**src/tw_pkg.sv**
```systemverilog
// Shared constants, codes and types for the eased tween interpolator.
package tw_pkg;

   localparam int TIME_WIDTH          = 24;
   localparam int PHASE_FRACTION_BITS = 16;

   localparam int VALUE_WIDTH = 32;
   localparam int DUR_WIDTH   = 24;
   localparam int MODE_WIDTH  = 2;
   localparam int CMD_WIDTH   = 2;
   localparam int DELTA_WIDTH = 16;
   localparam int CSR_INDEX_WIDTH = 2;

   localparam int CMP_WIDTH = (TIME_WIDTH > DUR_WIDTH) ? TIME_WIDTH : DUR_WIDTH;
   localparam int SUM_WIDTH = ((TIME_WIDTH > DELTA_WIDTH) ? TIME_WIDTH : DELTA_WIDTH) + 1;

   localparam int PHASE_WIDTH = PHASE_FRACTION_BITS;
   localparam int EASE_WIDTH  = PHASE_FRACTION_BITS + 1;

   localparam int MUL_A_WIDTH   = VALUE_WIDTH + 1;
   localparam int MUL_ACC_WIDTH = MUL_A_WIDTH + 1;
   localparam int MUL_STEPS     = EASE_WIDTH;
   localparam int MUL_CNT_WIDTH = $clog2(MUL_STEPS + 1);
   localparam int DIV_CNT_WIDTH = $clog2(PHASE_WIDTH + 1);

   localparam logic [TIME_WIDTH-1:0] TIME_MAX = '1;
   localparam logic [EASE_WIDTH-1:0] PHASE_ONE = EASE_WIDTH'(1) << PHASE_FRACTION_BITS;

   localparam logic [CMD_WIDTH-1:0] CMD_TICK  = 2'd0;
   localparam logic [CMD_WIDTH-1:0] CMD_START = 2'd1;
   localparam logic [CMD_WIDTH-1:0] CMD_RESET = 2'd2;

   localparam logic [MODE_WIDTH-1:0] MODE_LINEAR = 2'd0;
   localparam logic [MODE_WIDTH-1:0] MODE_ACCEL  = 2'd1;
   localparam logic [MODE_WIDTH-1:0] MODE_DECEL  = 2'd2;
   localparam logic [MODE_WIDTH-1:0] MODE_SCURVE = 2'd3;

   localparam logic [CSR_INDEX_WIDTH-1:0] REG_START_VALUE = 2'd0;
   localparam logic [CSR_INDEX_WIDTH-1:0] REG_END_VALUE   = 2'd1;
   localparam logic [CSR_INDEX_WIDTH-1:0] REG_DURATION    = 2'd2;
   localparam logic [CSR_INDEX_WIDTH-1:0] REG_EASING_MODE = 2'd3;

   typedef enum logic [2:0] {
      ST_IDLE,
      ST_DIV,
      ST_SQR,
      ST_MUL,
      ST_RESULT
   } state_type;

endpackage

```
**src/tw_req_if.sv**
```systemverilog
// Request channel interface: command and time step.
interface tw_req_if;
   logic                           valid;
   logic                           ready;
   logic [tw_pkg::CMD_WIDTH-1:0]   cmd;
   logic [tw_pkg::DELTA_WIDTH-1:0] delta_us;

   modport source (output valid, output cmd, output delta_us, input ready);
   modport sink   (input valid, input cmd, input delta_us, output ready);
endinterface

```
**src/tw_rsp_if.sv**
```systemverilog
// Response channel interface: current value and done flag.
interface tw_rsp_if;
   logic                           valid;
   logic                           ready;
   logic [tw_pkg::VALUE_WIDTH-1:0] current_value;
   logic                           done_res;

   modport source (output valid, output current_value, output done_res, input ready);
   modport sink   (input valid, input current_value, input done_res, output ready);
endinterface

```
**src/eased_tween_interpolator_core.sv**
```systemverilog
// Top level of the eased tween interpolator: control, state and channel registers.
//
//  channel | dir | transaction
//  --------+-----+-----------------------------------------------
//  req     | in  | cmd, delta_us (tick, start, reset)
//  rsp     | out | current_value, done_res (one per request)
//  csr     | in  | csr_wr_en, csr_index, csr_wdata (write only)
//
// Start, reset, unused codes and ticks that finish or find the tween finished go straight
// to the result state; a running tick passes the divide, square (quadratic modes only) and
// multiply states, set by the serial divider and the shared serial multiplier, one bit per
// cycle. The response becomes valid as the block returns to idle to take the next request.
// Reset is synchronous and leaves the tween finished at value zero. A stalled response holds
// in its register while the next request is taken and processed.
module eased_tween_interpolator_core (
   input  logic                               clock,
   input  logic                               reset,
   tw_req_if.sink                             req,
   tw_rsp_if.source                           rsp,
   input  logic                               csr_wr_en,
   input  logic [tw_pkg::CSR_INDEX_WIDTH-1:0] csr_index,
   input  logic [tw_pkg::VALUE_WIDTH-1:0]     csr_wdata
);

   localparam int F  = tw_pkg::PHASE_FRACTION_BITS;
   localparam int TW = tw_pkg::TIME_WIDTH;
   localparam int VW = tw_pkg::VALUE_WIDTH;
   localparam int CW = tw_pkg::CMP_WIDTH;
   localparam int SW = tw_pkg::SUM_WIDTH;
   localparam int EW = tw_pkg::EASE_WIDTH;
   localparam int AW = tw_pkg::MUL_A_WIDTH;
   localparam int PW = tw_pkg::MUL_ACC_WIDTH + 1;

   tw_pkg::state_type state_ff, state_in;

   logic [VW-1:0]                 start_ff;
   logic [VW-1:0]                 end_ff;
   logic [tw_pkg::DUR_WIDTH-1:0]  dur_ff;
   logic [tw_pkg::MODE_WIDTH-1:0] mode_ff;

   logic [VW-1:0] value_ff, value_in;
   logic [TW-1:0] elapsed_ff, elapsed_in;
   logic          finished_ff, finished_in;

   logic          rsp_valid_ff, rsp_valid_in;
   logic [VW-1:0] rsp_value_ff;
   logic          rsp_done_ff;

   logic          accept;
   logic          tick_run;
   logic          reach;
   logic [SW-1:0] time_sum;
   logic [TW-1:0] elapsed_sat;
   logic          load_rsp;

   logic                          div_start;
   logic                          div_done;
   logic [tw_pkg::PHASE_WIDTH-1:0] phase;
   logic                          mul_start;
   logic                          mul_done;
   logic [AW-1:0]                 mul_a;
   logic [EW-1:0]                 mul_b;
   logic [PW-1:0]                 prod_f;
   logic [PW:0]                   prod_f1;

   logic [EW-1:0] phase_ext;
   logic [EW-1:0] phase_rem;
   logic [EW-1:0] sq_base;
   logic [EW-1:0] ease;
   logic [AW-1:0] span;
   logic [PW-1:0] lerp;

   assign accept = req.valid && req.ready;

   always_comb begin
      time_sum    = SW'(elapsed_ff) + SW'(req.delta_us);
      elapsed_sat = (time_sum > SW'(tw_pkg::TIME_MAX)) ? tw_pkg::TIME_MAX : time_sum[TW-1:0];
      reach       = CW'(elapsed_sat) >= CW'(dur_ff);
      tick_run    = (req.cmd == tw_pkg::CMD_TICK) && !finished_ff;
   end

   always_comb begin
      phase_ext = {1'b0, phase};
      phase_rem = tw_pkg::PHASE_ONE - phase_ext;
      case (mode_ff)
         tw_pkg::MODE_ACCEL: begin
            sq_base = phase_ext;
            ease    = prod_f[EW-1:0];
         end
         tw_pkg::MODE_DECEL: begin
            sq_base = phase_rem;
            ease    = tw_pkg::PHASE_ONE - prod_f[EW-1:0];
         end
         tw_pkg::MODE_SCURVE: begin
            sq_base = phase[F-1] ? phase_rem : phase_ext;
            ease    = phase[F-1] ? (tw_pkg::PHASE_ONE - prod_f1[EW-1:0]) : prod_f1[EW-1:0];
         end
         default: begin
            sq_base = phase_ext;
            ease    = phase_ext;
         end
      endcase
      span = {end_ff[VW-1], end_ff} - {start_ff[VW-1], start_ff};
      lerp = {{(PW-VW){start_ff[VW-1]}}, start_ff} + prod_f;
   end

   always_comb begin
      state_in = state_ff;
      case (state_ff)
         tw_pkg::ST_IDLE: begin
            if (accept) begin
               state_in = (tick_run && !reach) ? tw_pkg::ST_DIV : tw_pkg::ST_RESULT;
            end
         end
         tw_pkg::ST_DIV: begin
            if (div_done) begin
               state_in = (mode_ff == tw_pkg::MODE_LINEAR) ? tw_pkg::ST_MUL : tw_pkg::ST_SQR;
            end
         end
         tw_pkg::ST_SQR: begin
            if (mul_done) begin
               state_in = tw_pkg::ST_MUL;
            end
         end
         tw_pkg::ST_MUL: begin
            if (mul_done) begin
               state_in = tw_pkg::ST_RESULT;
            end
         end
         tw_pkg::ST_RESULT: begin
            if (!rsp_valid_ff || rsp.ready) begin
               state_in = tw_pkg::ST_IDLE;
            end
         end
         default: begin
            state_in = tw_pkg::ST_IDLE;
         end
      endcase
   end

   always_comb begin
      req.ready = 1'b0;
      div_start = 1'b0;
      mul_start = 1'b0;
      load_rsp  = 1'b0;
      mul_a     = span;
      mul_b     = ease;
      case (state_ff)
         tw_pkg::ST_IDLE: begin
            req.ready = 1'b1;
            div_start = req.valid && tick_run && !reach;
         end
         tw_pkg::ST_DIV: begin
            mul_start = div_done;
            if (mode_ff != tw_pkg::MODE_LINEAR) begin
               mul_a = AW'(sq_base);
               mul_b = sq_base;
            end
         end
         tw_pkg::ST_SQR: begin
            mul_start = mul_done;
         end
         tw_pkg::ST_RESULT: begin
            load_rsp = !rsp_valid_ff || rsp.ready;
         end
         default: begin
            req.ready = 1'b0;
         end
      endcase
   end

   always_comb begin
      value_in    = value_ff;
      elapsed_in  = elapsed_ff;
      finished_in = finished_ff;
      if (accept) begin
         case (req.cmd)
            tw_pkg::CMD_TICK: begin
               if (!finished_ff) begin
                  elapsed_in = elapsed_sat;
                  if (reach) begin
                     value_in    = end_ff;
                     finished_in = 1'b1;
                  end
               end
            end
            tw_pkg::CMD_START: begin
               value_in    = start_ff;
               elapsed_in  = '0;
               finished_in = 1'b0;
            end
            tw_pkg::CMD_RESET: begin
               value_in    = start_ff;
               elapsed_in  = '0;
               finished_in = 1'b1;
            end
            default: begin
               value_in = value_ff;
            end
         endcase
      end else if ((state_ff == tw_pkg::ST_MUL) && mul_done) begin
         value_in = lerp[VW-1:0];
      end
      rsp_valid_in = load_rsp ? 1'b1 : (rsp.ready ? 1'b0 : rsp_valid_ff);
   end

   always_ff @(posedge clock) begin
      if (reset) begin
         state_ff     <= tw_pkg::ST_IDLE;
         value_ff     <= '0;
         elapsed_ff   <= '0;
         finished_ff  <= 1'b1;
         rsp_valid_ff <= 1'b0;
      end else begin
         state_ff     <= state_in;
         value_ff     <= value_in;
         elapsed_ff   <= elapsed_in;
         finished_ff  <= finished_in;
         rsp_valid_ff <= rsp_valid_in;
      end
   end

   always_ff @(posedge clock) begin
      if (load_rsp) begin
         rsp_value_ff <= value_ff;
         rsp_done_ff  <= finished_ff;
      end
   end

   always_ff @(posedge clock) begin
      if (reset) begin
         start_ff <= '0;
         end_ff   <= '0;
         dur_ff   <= '0;
         mode_ff  <= tw_pkg::MODE_LINEAR;
      end else if (csr_wr_en) begin
         case (csr_index)
            tw_pkg::REG_START_VALUE: start_ff <= csr_wdata;
            tw_pkg::REG_END_VALUE:   end_ff   <= csr_wdata;
            tw_pkg::REG_DURATION:    dur_ff   <= csr_wdata[tw_pkg::DUR_WIDTH-1:0];
            tw_pkg::REG_EASING_MODE: mode_ff  <= csr_wdata[tw_pkg::MODE_WIDTH-1:0];
            default:                 mode_ff  <= mode_ff;
         endcase
      end
   end

   assign rsp.valid         = rsp_valid_ff;
   assign rsp.current_value = rsp_value_ff;
   assign rsp.done_res      = rsp_done_ff;

   tw_div u_div (
      .clock    (clock),
      .reset    (reset),
      .start    (div_start),
      .dividend (CW'(elapsed_sat)),
      .divisor  (CW'(dur_ff)),
      .done     (div_done),
      .quotient (phase)
   );

   tw_mul u_mul (
      .clock   (clock),
      .reset   (reset),
      .start   (mul_start),
      .mcand   (mul_a),
      .mplier  (mul_b),
      .done    (mul_done),
      .prod_f  (prod_f),
      .prod_f1 (prod_f1)
   );

   a_div_running: assert property (@(posedge clock) disable iff (reset)
      (state_ff == tw_pkg::ST_DIV) |-> (!finished_ff && (CW'(elapsed_ff) < CW'(dur_ff))))
      else $error("divide running on a finished or expired tween");

   a_reset_cmd: assert property (@(posedge clock) disable iff (reset)
      (accept && (req.cmd == tw_pkg::CMD_RESET))
      |=> (finished_ff && (value_ff == $past(start_ff))))
      else $error("reset command did not restore start value");

   a_mul_owner: assert property (@(posedge clock) disable iff (reset)
      mul_done |-> ((state_ff == tw_pkg::ST_SQR) || (state_ff == tw_pkg::ST_MUL)))
      else $error("multiplier finished outside a multiply state");

endmodule

```
**src/tw_div.sv**
```systemverilog
// Bit-serial restoring divider producing the fractional phase, one quotient bit per cycle.
module tw_div (
   input  logic                           clock,
   input  logic                           reset,
   input  logic                           start,
   input  logic [tw_pkg::CMP_WIDTH-1:0]   dividend,
   input  logic [tw_pkg::CMP_WIDTH-1:0]   divisor,
   output logic                           done,
   output logic [tw_pkg::PHASE_WIDTH-1:0] quotient
);

   localparam int W = tw_pkg::CMP_WIDTH;
   localparam int F = tw_pkg::PHASE_WIDTH;

   logic [W:0]                         rem_ff, rem_in;
   logic [W-1:0]                       dvs_ff;
   logic [F-1:0]                       quo_ff, quo_in;
   logic [tw_pkg::DIV_CNT_WIDTH-1:0]   cnt_ff, cnt_in;
   logic                               done_ff, done_in;
   logic [W:0]                         rem_shift;
   logic                               ge;

   always_comb begin
      rem_shift = {rem_ff[W-1:0], 1'b0};
      ge        = rem_shift >= {1'b0, dvs_ff};
      rem_in    = ge ? (rem_shift - {1'b0, dvs_ff}) : rem_shift;
      quo_in    = {quo_ff[F-2:0], ge};
      cnt_in    = cnt_ff - tw_pkg::DIV_CNT_WIDTH'(1);
      done_in   = (cnt_ff == tw_pkg::DIV_CNT_WIDTH'(1));
   end

   always_ff @(posedge clock) begin
      if (reset) begin
         cnt_ff  <= '0;
         done_ff <= 1'b0;
      end else if (start) begin
         cnt_ff  <= tw_pkg::DIV_CNT_WIDTH'(F);
         done_ff <= 1'b0;
      end else if (cnt_ff != '0) begin
         cnt_ff  <= cnt_in;
         done_ff <= done_in;
      end else begin
         done_ff <= 1'b0;
      end
   end

   always_ff @(posedge clock) begin
      if (start) begin
         rem_ff <= {1'b0, dividend};
         dvs_ff <= divisor;
         quo_ff <= '0;
      end else if (cnt_ff != '0) begin
         rem_ff <= rem_in;
         quo_ff <= quo_in;
      end
   end

   assign done     = done_ff;
   assign quotient = quo_ff;

endmodule

```
**src/tw_mul.sv**
```systemverilog
// Bit-serial shift-add multiplier, signed multiplicand by unsigned multiplier.
module tw_mul (
   input  logic                             clock,
   input  logic                             reset,
   input  logic                             start,
   input  logic [tw_pkg::MUL_A_WIDTH-1:0]   mcand,
   input  logic [tw_pkg::EASE_WIDTH-1:0]    mplier,
   output logic                             done,
   output logic [tw_pkg::MUL_ACC_WIDTH:0]   prod_f,
   output logic [tw_pkg::MUL_ACC_WIDTH+1:0] prod_f1
);

   localparam int AW = tw_pkg::MUL_A_WIDTH;
   localparam int CW = tw_pkg::MUL_ACC_WIDTH;
   localparam int BW = tw_pkg::EASE_WIDTH;

   logic [AW-1:0]                      a_ff;
   logic [BW-1:0]                      b_ff, b_in;
   logic [CW-1:0]                      acc_ff, acc_in;
   logic [BW-1:0]                      low_ff, low_in;
   logic [tw_pkg::MUL_CNT_WIDTH-1:0]   cnt_ff, cnt_in;
   logic                               done_ff, done_in;
   logic [CW:0]                        sum;
   logic [CW:0]                        addend;

   always_comb begin
      addend = b_ff[0] ? {{2{a_ff[AW-1]}}, a_ff} : '0;
      sum    = {acc_ff[CW-1], acc_ff} + addend;
      acc_in = sum[CW:1];
      low_in = {sum[0], low_ff[BW-1:1]};
      b_in   = b_ff >> 1;
      cnt_in = cnt_ff - tw_pkg::MUL_CNT_WIDTH'(1);
      done_in = (cnt_ff == tw_pkg::MUL_CNT_WIDTH'(1));
   end

   always_ff @(posedge clock) begin
      if (reset) begin
         cnt_ff  <= '0;
         done_ff <= 1'b0;
      end else if (start) begin
         cnt_ff  <= tw_pkg::MUL_CNT_WIDTH'(tw_pkg::MUL_STEPS);
         done_ff <= 1'b0;
      end else if (cnt_ff != '0) begin
         cnt_ff  <= cnt_in;
         done_ff <= done_in;
      end else begin
         done_ff <= 1'b0;
      end
   end

   always_ff @(posedge clock) begin
      if (start) begin
         a_ff   <= mcand;
         b_ff   <= mplier;
         acc_ff <= '0;
      end else if (cnt_ff != '0) begin
         b_ff   <= b_in;
         acc_ff <= acc_in;
         low_ff <= low_in;
      end
   end

   assign done    = done_ff;
   assign prod_f  = {acc_ff, low_ff[BW-1]};
   assign prod_f1 = {acc_ff, low_ff[BW-1:BW-2]};

endmodule
```
**src/flat_wrapper.sv**
```systemverilog
// flat-port wrapper written by rule: the top's interface ports become plain ports
module eased_tween_interpolator_core_flat 
  (clock, reset, csr_wr_en, csr_index, csr_wdata, req_valid, req_cmd, req_delta_us, req_ready, rsp_valid, rsp_current_value, rsp_done_res, rsp_ready);
  tw_req_if req_i ();
  tw_rsp_if rsp_i ();
  input  logic clock;
  input  logic reset;
  input  logic csr_wr_en;
  input  logic [tw_pkg::CSR_INDEX_WIDTH-1:0] csr_index;
  input  logic [tw_pkg::VALUE_WIDTH-1:0] csr_wdata;
  input wire logic [$bits(req_i.valid)-1:0] req_valid;
  input wire logic [$bits(req_i.cmd)-1:0] req_cmd;
  input wire logic [$bits(req_i.delta_us)-1:0] req_delta_us;
  output wire logic [$bits(req_i.ready)-1:0] req_ready;
  output wire logic [$bits(rsp_i.valid)-1:0] rsp_valid;
  output wire logic [$bits(rsp_i.current_value)-1:0] rsp_current_value;
  output wire logic [$bits(rsp_i.done_res)-1:0] rsp_done_res;
  input wire logic [$bits(rsp_i.ready)-1:0] rsp_ready;
  assign req_i.valid = req_valid;
  assign req_i.cmd = req_cmd;
  assign req_i.delta_us = req_delta_us;
  assign req_ready = req_i.ready;
  assign rsp_valid = rsp_i.valid;
  assign rsp_current_value = rsp_i.current_value;
  assign rsp_done_res = rsp_i.done_res;
  assign rsp_i.ready = rsp_ready;
  eased_tween_interpolator_core u_core (.clock(clock), .reset(reset), .req(req_i), .rsp(rsp_i), .csr_wr_en(csr_wr_en), .csr_index(csr_index), .csr_wdata(csr_wdata));
endmodule
```
**config.mk**
```make
export PLATFORM = sky130hd
export DESIGN_NAME = eased_tween_interpolator_core_flat
export DESIGN_NICKNAME = d
export VERILOG_FILES = /design/src/tw_pkg.sv /design/src/tw_req_if.sv /design/src/tw_rsp_if.sv /design/src/eased_tween_interpolator_core.sv /design/src/tw_div.sv /design/src/tw_mul.sv /design/src/flat_wrapper.sv
export SDC_FILE = /design/constraint.sdc
export NUM_CORES = 1
export LEC_CHECK = 0
export ABC_AREA = 1
export BUFFER_PORTS_ARGS = -buffer_cell sky130_fd_sc_hd__buf_2
export CAP_MARGIN = 20
export CORE_UTILIZATION = 35
export DETAILED_ROUTE_END_ITERATION = 10
export PLACE_DENSITY = 0.5
export SYNTH_ARGS = -nofsm -noshare
export SYNTH_HDL_FRONTEND = slang
export SYNTH_SLANG_ARGS = --single-unit
```
**constraint.sdc**
```tcl
create_clock -name clock -period 5.3 [get_ports clock]
set_input_delay 0.795 -clock clock [delete_from_list [all_inputs] [get_ports clock]]
set_output_delay 0.795 -clock clock [all_outputs]
set_load 0.03 [all_outputs]
```
==> key figures, run 1 <==
Floorplan
  • Die ar.: between 70000 and 80000 um^2
  • Starting Density: 0.357
  • Chip width: between 200 and 300 um
  • Die height: roughly 270 um
  • # rows: roughly 100
  • Core box area: roughly 70000 um^2
  • Top-level port count: 92

Final layout
  • Layout area overhead: 10.7%
  • Sequential cell area: just over 8000 um^2
  • Antenna diode count: 0
  • Most frequent cells in the layout: sky130_fd_sc_hd__nand2_1 (1118), sky130_fd_sc_hd__inv_1 (542), sky130_fd_sc_hd__nor2_1 (406)
  • Fillers: between 7000 and 8000
  • Share of layout cells above drive strength 1: 0.0607
  • Area of the multi-input gates: 14800 um^2
  • Commonest non-fill, non-tap cell in the layout: sky130_fd_sc_hd__nand2_1
  • Layout net count: 4207

Clock tree
  • Buffer levels on the longest clock path: 3
  • Number of buffers added by the clock tree synthesis step: 43
  • Post-cts sizing count: 0
  • Root Driver: sky130_fd_sc_hd__clkbuf_16
  • Number of buffers inserted for hold repair after clock tree synthesis: 0
  • H-tree lvl count: 2
  • Clock insertion delay at the later pin of the skew report: roughly 0.60 ns
  • Number of buffers inserted to repair setup after CTS: 0
  • CTS tree: yes
  • Clock sink total: 346
  • Clock slew at the register clock pins of the worst setup and hold paths: 0.06 ns

Hold path
  • Hold Path Cell Cnt: 0
  • Hold crit path type: reg -> reg
  • Terminating pin of the worst hold path: u_core.rsp.current_value[30]
  • HP Start: u_core.value_ff[30]

Routing
  • DR top layer: met4
  • Met3 WL: approximately 5.0 mm
  • Detailed Routing Iterations Pass 1: 8
  • WL met1: 45.4 mm
  • Post-route ant nets: 0
  • Met2 wire len: 37.6 mm
  • Avg Vias per Cell: around 5
  • Total Routed Length: 89.6 mm
  • Per-cell routed wire length: ~18 um
  • DR vias: roughly 25000
  • Count of routing violations after the opening detailed-route iteration: between 2000 and 2500
  • Drt drc: 0

Power and ir drop
  • Cell area power density: 477 nW/um^2
  • Worst VDD drop: 218 uV
  • Leak Pwr: between 10 and 15 nW

STA
  • Final hold violation count: 0
  • Slew at the pin with the worst max-slew slack: ~1.1 ns
  • Final Slew Violations: 0
  • Fin Clk Skew: around 0.04 ns
  • Min Hold Slack: 0.426 ns
  • Max Freq: 229 MHz
  • Total of endpoints with negative setup slack in the final report: 0
  • Slew margin rel.: 0.257
  • Final sum of negative setup slack: 0 ns
  • Portion of the clock cycle consumed by the worst path in the final layout: 0.825
  • Min Clock Period, post-route: around 4.4 ns
  • RSZ-0062 raised after global routing: false

Worst setup path
  • Largest stage delay on the critical path: ~0.38 ns
  • Register-to-Register Path Depth: 28
  • Sort of element at the start of the critical path: flip-flop
  • WP data arrival: approximately 4.7 ns
  • Reg2Reg Setup Slack: approximately 0.9 ns
  • WS Path Type: reg -> reg
  • Required @ worst endpoint: 5.63 ns
  • Library cell appearing most often on the critical path: sky130_fd_sc_hd__nand2_1
  • Worst reg2reg endpoint: u_core.u_div.rem_ff[23]
  • Worst-path maximum fanout: 26
  • Worst path slowest cell: sky130_fd_sc_hd__fa_1
  • Crit. End Element: flip-flop
  • Worst r2r src: u_core.elapsed_ff[0]

Run
  • Total of max-cap violations: 0

Yosys
  • Post-synthesis async set-or-reset flop share: 0
  • Number of synthesized register bits: about 350
  • Most instantiated flip-flop cell in the synthesis netlist: sky130_fd_sc_hd__dfxtp_1
  • Part of the Yosys area used for sequential elements: 0.322
  • Synthesized area per cell: 6.56 um^2
  • Instance count of the mapped netlist: between 3000 and 4000
  • Cell taking the most area after synthesis: sky130_fd_sc_hd__dfxtp_1
  • Post-synthesis cell area: about 26000 um^2
  • Main area contributors after synthesis: sky130_fd_sc_hd__dfxtp_1 (17%), sky130_fd_sc_hd__nand2_1 (16%), sky130_fd_sc_hd__edfxtp_1 (16%)
  • Number of synthesized flops with an enable pin: around 130
  • Total number of yosys warnings: 0
  • Number of distinct library cell variants in the gate-level netlist after synthesis: a little under 60
  • Yosys top cell area share: 0.166
  • Total nets after synthesis: 4149

Global route
  • Global-route wire length before repair: 138 mm
  • Residual overflow from global routing: 0
  • Largest net degree at the start of global routing: between 100 and 150
  • GR Util All Layers: 0.238
  • Number of antenna violations at the first check in global routing: 3
  • Via count of the first global-routing pass: roughly 24000

Placed design
  • DP HPWL: slightly above 70 mm
  • PortBufs: between 90 and 100
  • Final RePlAce weighted congestion: 0.927

Outcome
  • Outcome: finished clean
-- per-layer routing --
metal / global-route usage / up-vias
li1: - / 12896
met1: 0.360 / 11579
met2: 0.361 / 611
met3: 0.0290 / 78
met4: 0.0454 / 0
met5: 0 / -
-- how the worst max path moves through the flow --
stage,start,endpoint,slack [ns],cells past startpoint
after global routing,u_core.elapsed_ff[0],u_core.value_ff[31],0.37,27
after CTS,u_core.elapsed_ff[0],u_core.value_ff[31],0.90,27
final,u_core.elapsed_ff[0],u_core.u_div.rem_ff[23],0.93,28
after global placement,req_delta_us[0],u_core.value_ff[27],0.54,28
after floorplan,rsp_ready,u_core.rsp.current_value[0],0.72,2
after detailed placement,req_delta_us[0],u_core.value_ff[25],0.39,28
-- cells in the mapped netlist, types with 7 or more instances --
| cell | count |
|---|---|
| sky130_fd_sc_hd__nor3_1 | 39 |
| sky130_fd_sc_hd__o21ai_1 | 18 |
| sky130_fd_sc_hd__o21ai_0 | 294 |
| sky130_fd_sc_hd__xnor2_1 | 29 |
| sky130_fd_sc_hd__buf_4 | 8 |
| sky130_fd_sc_hd__a21o_1 | 15 |
| sky130_fd_sc_hd__o22ai_1 | 18 |
| sky130_fd_sc_hd__a21oi_1 | 327 |
| sky130_fd_sc_hd__buf_2 | 22 |
| sky130_fd_sc_hd__or2_2 | 7 |
| sky130_fd_sc_hd__buf_6 | 8 |
| sky130_fd_sc_hd__nand3_1 | 228 |
| sky130_fd_sc_hd__ha_1 | 174 |
| sky130_fd_sc_hd__nand2_1 | 1119 |
| sky130_fd_sc_hd__nor2_2 | 8 |
| sky130_fd_sc_hd__a31oi_1 | 14 |
| sky130_fd_sc_hd__nand4_1 | 70 |
| sky130_fd_sc_hd__xor2_1 | 28 |
| sky130_fd_sc_hd__nand3b_1 | 14 |
| sky130_fd_sc_hd__inv_1 | 542 |
| sky130_fd_sc_hd__o21bai_1 | 13 |
| sky130_fd_sc_hd__edfxtp_1 | 133 |
| sky130_fd_sc_hd__nand3_2 | 8 |
| sky130_fd_sc_hd__inv_2 | 8 |
| sky130_fd_sc_hd__nor2_1 | 406 |
| sky130_fd_sc_hd__dfxtp_1 | 213 |
| sky130_fd_sc_hd__o211ai_1 | 17 |
| sky130_fd_sc_hd__clkbuf_1 | 58 |
-- area by class of cell --
class / instances / share of cell area
repair buffers: 116 / 0.0233
well taps: 950 / 0.0418
clock buffers: 58 / 0.0424
inverters: 554 / 0.0732
clock inverters: 21 / 0.00630
flip-flops and latches: 346 / 0.291
multi-input cells: 2910 / 0.522
-- flip-flops by register name, indices dropped and copies added (netlist names), 32 cells and up --
register / count
u_core.u_mul.acc_ff: 34
u_core.u_mul.a_ff: 33
u_core.value_ff: 32
u_core.end_ff: 32
u_core.start_ff: 32
u_core.rsp.current_value: 32
-- worst max-delay path: cells and delay by family, from the launching register on --
kind | cells | cell delay [ns]
and+or+nand+nor | 19 | 1.98
AOI/OAI and AO/OA | 1 | 0.28
buffers and inverters | 5 | 0.64
adders and majority gates | 3 | 0.87
DFF | 1 | 0.37
-- power breakdown --
part	switching, mW	internal [mW]	leakage [nW]
sequential	0.688	3.47	3.02
clock	1.20	1.70	0.689
combinational	4.40	2.09	9.96
-- cell families (layout without fill, tap and decap cells) --
kind of cell | after synthesis | count (layout) | synth area share
simple gates | 1934 | 1934 | 0.316
xor+xnor | 57 | 57 | 0.0195
flops | 346 | 346 | 0.322
compound gates | 740 | 740 | 0.153
fa+ha+maj | 179 | 179 | 0.0887
buf+inv | 657 | 749 | 0.101
-- metrics by stage --
stage               utilization  std cells  area, um^2  power (mW)  setup slack, ns
global route              0.395       4955       28400        14.6            0.373
detailed placement        0.375       4874       27000        10.6            0.390
CTS                       0.394       4953       28400        13.5            0.900
finish                    0.395       4955       28400        13.5            0.926
floorplan                     -       3913       25700        8.54            0.720
global placement          0.375       4874       27000        10.6            0.539
Note: power is estimated with default switching activity, not from simulation.
==> run 2, diff against run 1 <==
==> constraint.sdc (replaced) <==
create_clock -name clock -period 4.4 [get_ports clock]
set_input_delay 0.66 -clock clock [delete_from_list [all_inputs] [get_ports clock]]
set_output_delay 0.66 -clock clock [all_outputs]
set_load 0.03 [all_outputs]
==> key figures, run 2 (same netlist as run 1, synthesis figures left out) <==
Outcome
  • Outcome: finished clean (unchanged)

Global route
  • Global-route wire length before repair: 138 mm (about the same)
  • GR Util All Layers: 0.239 (was 0.238)
  • Number of antenna violations at the first check in global routing: 3 (unchanged)
  • Largest net degree at the start of global routing: 57 (was 116)
  • Via count of the first global-routing pass: 23616 (was 23736)
  • Residual overflow from global routing: 0 (unchanged)

Final layout
  • Most frequent cells in the layout: sky130_fd_sc_hd__nand2_1 (1118), sky130_fd_sc_hd__inv_1 (542), sky130_fd_sc_hd__nor2_1 (406) (unchanged)
  • Layout area overhead: 11.6% (was 10.7%)
  • Fillers: 7879 (was 7829)
  • Core utilization of the finished layout: 0.398 (was 0.395)
  • Most flops, register: u_core.u_mul.acc_ff (unchanged)
  • Top flop regs: u_core.u_mul.acc_ff x34, u_core.u_mul.a_ff x33 (unchanged)
  • Commonest non-fill, non-tap cell in the layout: sky130_fd_sc_hd__nand2_1 (unchanged)
  • Fin cells: 4985 (was 4955)
  • Layout net count: 4235 (was 4207)
  • Number of flip-flops in the largest register: 34 (unchanged)
  • Share of layout cells above drive strength 1: 0.0655 (was 0.0607)

STA
  • Final Slew Violations: 0 (unchanged)
  • Slew margin rel.: 0.359 (was 0.257)
  • Min Clock Period, post-route: 4.00 ns (was 4.37 ns)
  • Fin Clk Skew: 0.0316 ns (was 0.0400 ns)
  • Final hold violation count: 0 (unchanged)
  • Slew at the pin with the worst max-slew slack: 0.961 ns (was 1.11 ns)
  • Max Freq: 250 MHz (was 229 MHz)
  • RSZ-0062 raised after global routing: false (unchanged)
  • Final worst-path setup slack: 0.398 ns (was 0.926 ns)
  • Portion of the clock cycle consumed by the worst path in the final layout: 0.910 (was 0.825)
  • Final sum of negative setup slack: 0 ns (unchanged)
  • Total of endpoints with negative setup slack in the final report: 0 (unchanged)

Placed design
  • Final RePlAce weighted congestion: 0.939 (was 0.927)
  • Worst slack, placed: 0.00193 ns (was 0.390 ns)
  • DP HPWL: 72.5 mm (was 71.8 mm)
  • PortBufs: 91 (unchanged)
  • Placed cells: 4904 (was 4874)

Floorplan
  • Chip width: 273 um (unchanged)
  • Starting Density: 0.357 (unchanged)
  • Die ar.: 74400 um^2 (unchanged)
  • # rows: 98 (unchanged)
  • Top-level port count: 92 (unchanged)
  • Core box area: 72000 um^2 (unchanged)
  • Die height: 273 um (unchanged)

Routing
  • Total Routed Length: 90.1 mm (was 89.6 mm)
  • Post-route ant nets: 0 (unchanged)
  • Drt drc: 0 (unchanged)
  • DR vias: 25264 (was 25164)
  • Detailed Routing Iterations Pass 1: 6 (was 8)
  • Avg Vias per Cell: 5.07 (was 5.08)
  • Per-cell routed wire length: 18.1 um (about the same)
  • Count of routing violations after the opening detailed-route iteration: 2040 (was 2059)

Worst setup path
  • Crit-path cells: ha_1, inv_1, fa_1, inv_1, nand3_1, nand2_1, nand2_1, nand2_1, nand2_1, nand2_4, nand3_4, buf_4, nand3_2, ha_1, nand2_1, nor2_1, and2_1, nand2_1, nand4_1, nor2_1, nand2_4, inv_2, buf_12
  • Critical path startpoint: u_core.elapsed_ff[0] (unchanged)
  • Path length in cells of the critical path: 23 (was 28)
  • Worst-path maximum fanout: 23 (was 26)
  • Register-to-Register Path Depth: 23 (was 28)
  • Critical path capture point: u_core.u_div.dvs_ff[21] (was u_core.u_div.rem_ff[23])
  • Worst r2r src: u_core.elapsed_ff[0] (unchanged)
  • Largest stage delay on the critical path: 0.41 ns (was 0.38 ns)
  • Worst path slowest cell: sky130_fd_sc_hd__fa_1 (unchanged)
  • Reg2Reg Setup Slack: 0.40 ns (was 0.93 ns)
  • Library cell appearing most often on the critical path: sky130_fd_sc_hd__nand2_1 (unchanged)
  • Crit. End Element: flip-flop (unchanged)
  • Critical path buffer and inverter count: 5 (unchanged)
  • Worst reg2reg endpoint: u_core.u_div.dvs_ff[21] (was u_core.u_div.rem_ff[23])
  • Sort of element at the start of the critical path: flip-flop (unchanged)
  • WP data arrival: 4.28 ns (was 4.70 ns)
  • Required @ worst endpoint: 4.68 ns (was 5.63 ns)
  • Family with the most delay on the worst path: simple AND/OR/NAND/NOR gates (unchanged)
  • WS Path Type: reg -> reg (unchanged)

Clock tree
  • Clock sink total: 346 (unchanged)
  • Root Driver: sky130_fd_sc_hd__clkbuf_16 (unchanged)
  • Number of buffers added by the clock tree synthesis step: 42 (was 43)
  • Post-cts sizing count: 0 (unchanged)
  • Number of buffers inserted to repair setup after CTS: 0 (unchanged)
  • Buffer levels on the longest clock path: 3 (unchanged)
  • H-tree lvl count: 2 (unchanged)
  • Number of buffers inserted for hold repair after clock tree synthesis: 0 (unchanged)
  • CTS tree: yes (unchanged)
  • Clock slew at the register clock pins of the worst setup and hold paths: 0.06 ns (about the same)
  • Clock insertion delay at the later pin of the skew report: 0.59 ns (was 0.60 ns)

Run
  • Total of max-cap violations: 0 (unchanged)

Power and ir drop
  • Leak Pwr: 13.8 nW (was 13.7 nW)
  • Post-route total power: 16.3 mW (was 13.5 mW)
  • Cell area power density: 568 nW/um^2 (was 477 nW/um^2)
  • Worst VDD drop: 278 uV (was 218 uV)

Hold path
  • Hold crit path type: in -> reg (was reg -> reg)
  • Hold Path Cell Cnt: 3 (was 0)
## run 2: changes by cell type in the layout (fill, tap and decap cells not counted), moves of 3 or more
| cell | before | now |
|---|---|---|
| sky130_fd_sc_hd__clkbuf_8 | 5 | 1 |
| sky130_fd_sc_hd__buf_4 | 23 | 49 |
| sky130_fd_sc_hd__clkinv_1 | 6 | 13 |
| sky130_fd_sc_hd__clkinv_2 | 11 | 6 |
| sky130_fd_sc_hd__buf_12 | 1 | 4 |
## run 2: how the worst min path moves through the flow
stage                             start  slack (ns)                      endpoint
floorplan           u_core.value_ff[17]        0.41  u_core.rsp.current_value[17]
global placement    u_core.value_ff[30]        0.41  u_core.rsp.current_value[30]
detailed placement    u_core.dur_ff[13]        0.41       u_core.u_div.dvs_ff[13]
CTS                       csr_wdata[10]        0.30             u_core.end_ff[10]
global route               csr_wdata[5]        0.36              u_core.end_ff[5]
finish                    csr_wdata[10]        0.33             u_core.end_ff[10]
## run 2: metrics by stage
| stage | cell area (um^2) | hold slack, ns |
|---|---|---|
| finish | 28600 | 0.335 |
| global route | 28600 | 0.359 |
| CTS | 28600 | 0.302 |
| detailed placement | 27300 | 0.415 |
| global placement | 27300 | 0.413 |
| floorplan | 25700 | 0.408 |
## run 2: layer usage
| layer | part of all wire | GRT usage | routed length [um] | up-vias |
|---|---|---|---|---|
| li1 | - | - | - | 12975 |
| met4 | 0.021 | 0.0540 | 1890 | 0 |
| met1 | 0.50 | 0.354 | 45200 | 11580 |
| met3 | 0.057 | 0.0314 | 5120 | 100 |
| met2 | 0.42 | 0.364 | 37800 | 609 |
| met5 | 0 | 0 | 0 | - |
## run 2: power breakdown
| group | total, mW | internal [mW] | switching [mW] | leakage (nW) |
|---|---|---|---|---|
| registers | 4.96 | 4.17 | 0.784 | 3.02 |
| clock network | 3.45 | 2.00 | 1.46 | 0.656 |
| logic | 7.85 | 2.55 | 5.30 | 10.1 |
## run 2: cell type report
type                       instances  area (um^2)  share of cell area
antenna                            2         5.00            0.000175
clock buffer                      52         1120              0.0391
clock inverter                    26          231             0.00808
inverter                         554         2080              0.0727
multi-input combinational       2910        14800               0.518
sequential                       346         8260               0.288
tap                              950         1190              0.0415
timing repair buffer             145          915              0.0319
## run 2: worst reg2reg max path, cell delays in order (launching register included)
cell                      delay [ns]
sky130_fd_sc_hd__dfxtp_1        0.33
sky130_fd_sc_hd__ha_1           0.16
sky130_fd_sc_hd__inv_1          0.07
sky130_fd_sc_hd__fa_1           0.41
sky130_fd_sc_hd__inv_1          0.09
sky130_fd_sc_hd__nand3_1        0.06
sky130_fd_sc_hd__nand2_1        0.09
sky130_fd_sc_hd__nand2_1        0.05
sky130_fd_sc_hd__nand2_1        0.11
sky130_fd_sc_hd__nand2_1        0.10
sky130_fd_sc_hd__nand2_4        0.09
sky130_fd_sc_hd__nand3_4        0.18
sky130_fd_sc_hd__buf_4          0.26
sky130_fd_sc_hd__nand3_2        0.09
sky130_fd_sc_hd__ha_1           0.24
sky130_fd_sc_hd__nand2_1        0.10
sky130_fd_sc_hd__nor2_1         0.06
sky130_fd_sc_hd__and2_1         0.17
sky130_fd_sc_hd__nand2_1        0.11
sky130_fd_sc_hd__nand4_1        0.19
sky130_fd_sc_hd__nor2_1         0.22
sky130_fd_sc_hd__nand2_4        0.08
sky130_fd_sc_hd__inv_2          0.23
sky130_fd_sc_hd__buf_12         0.22
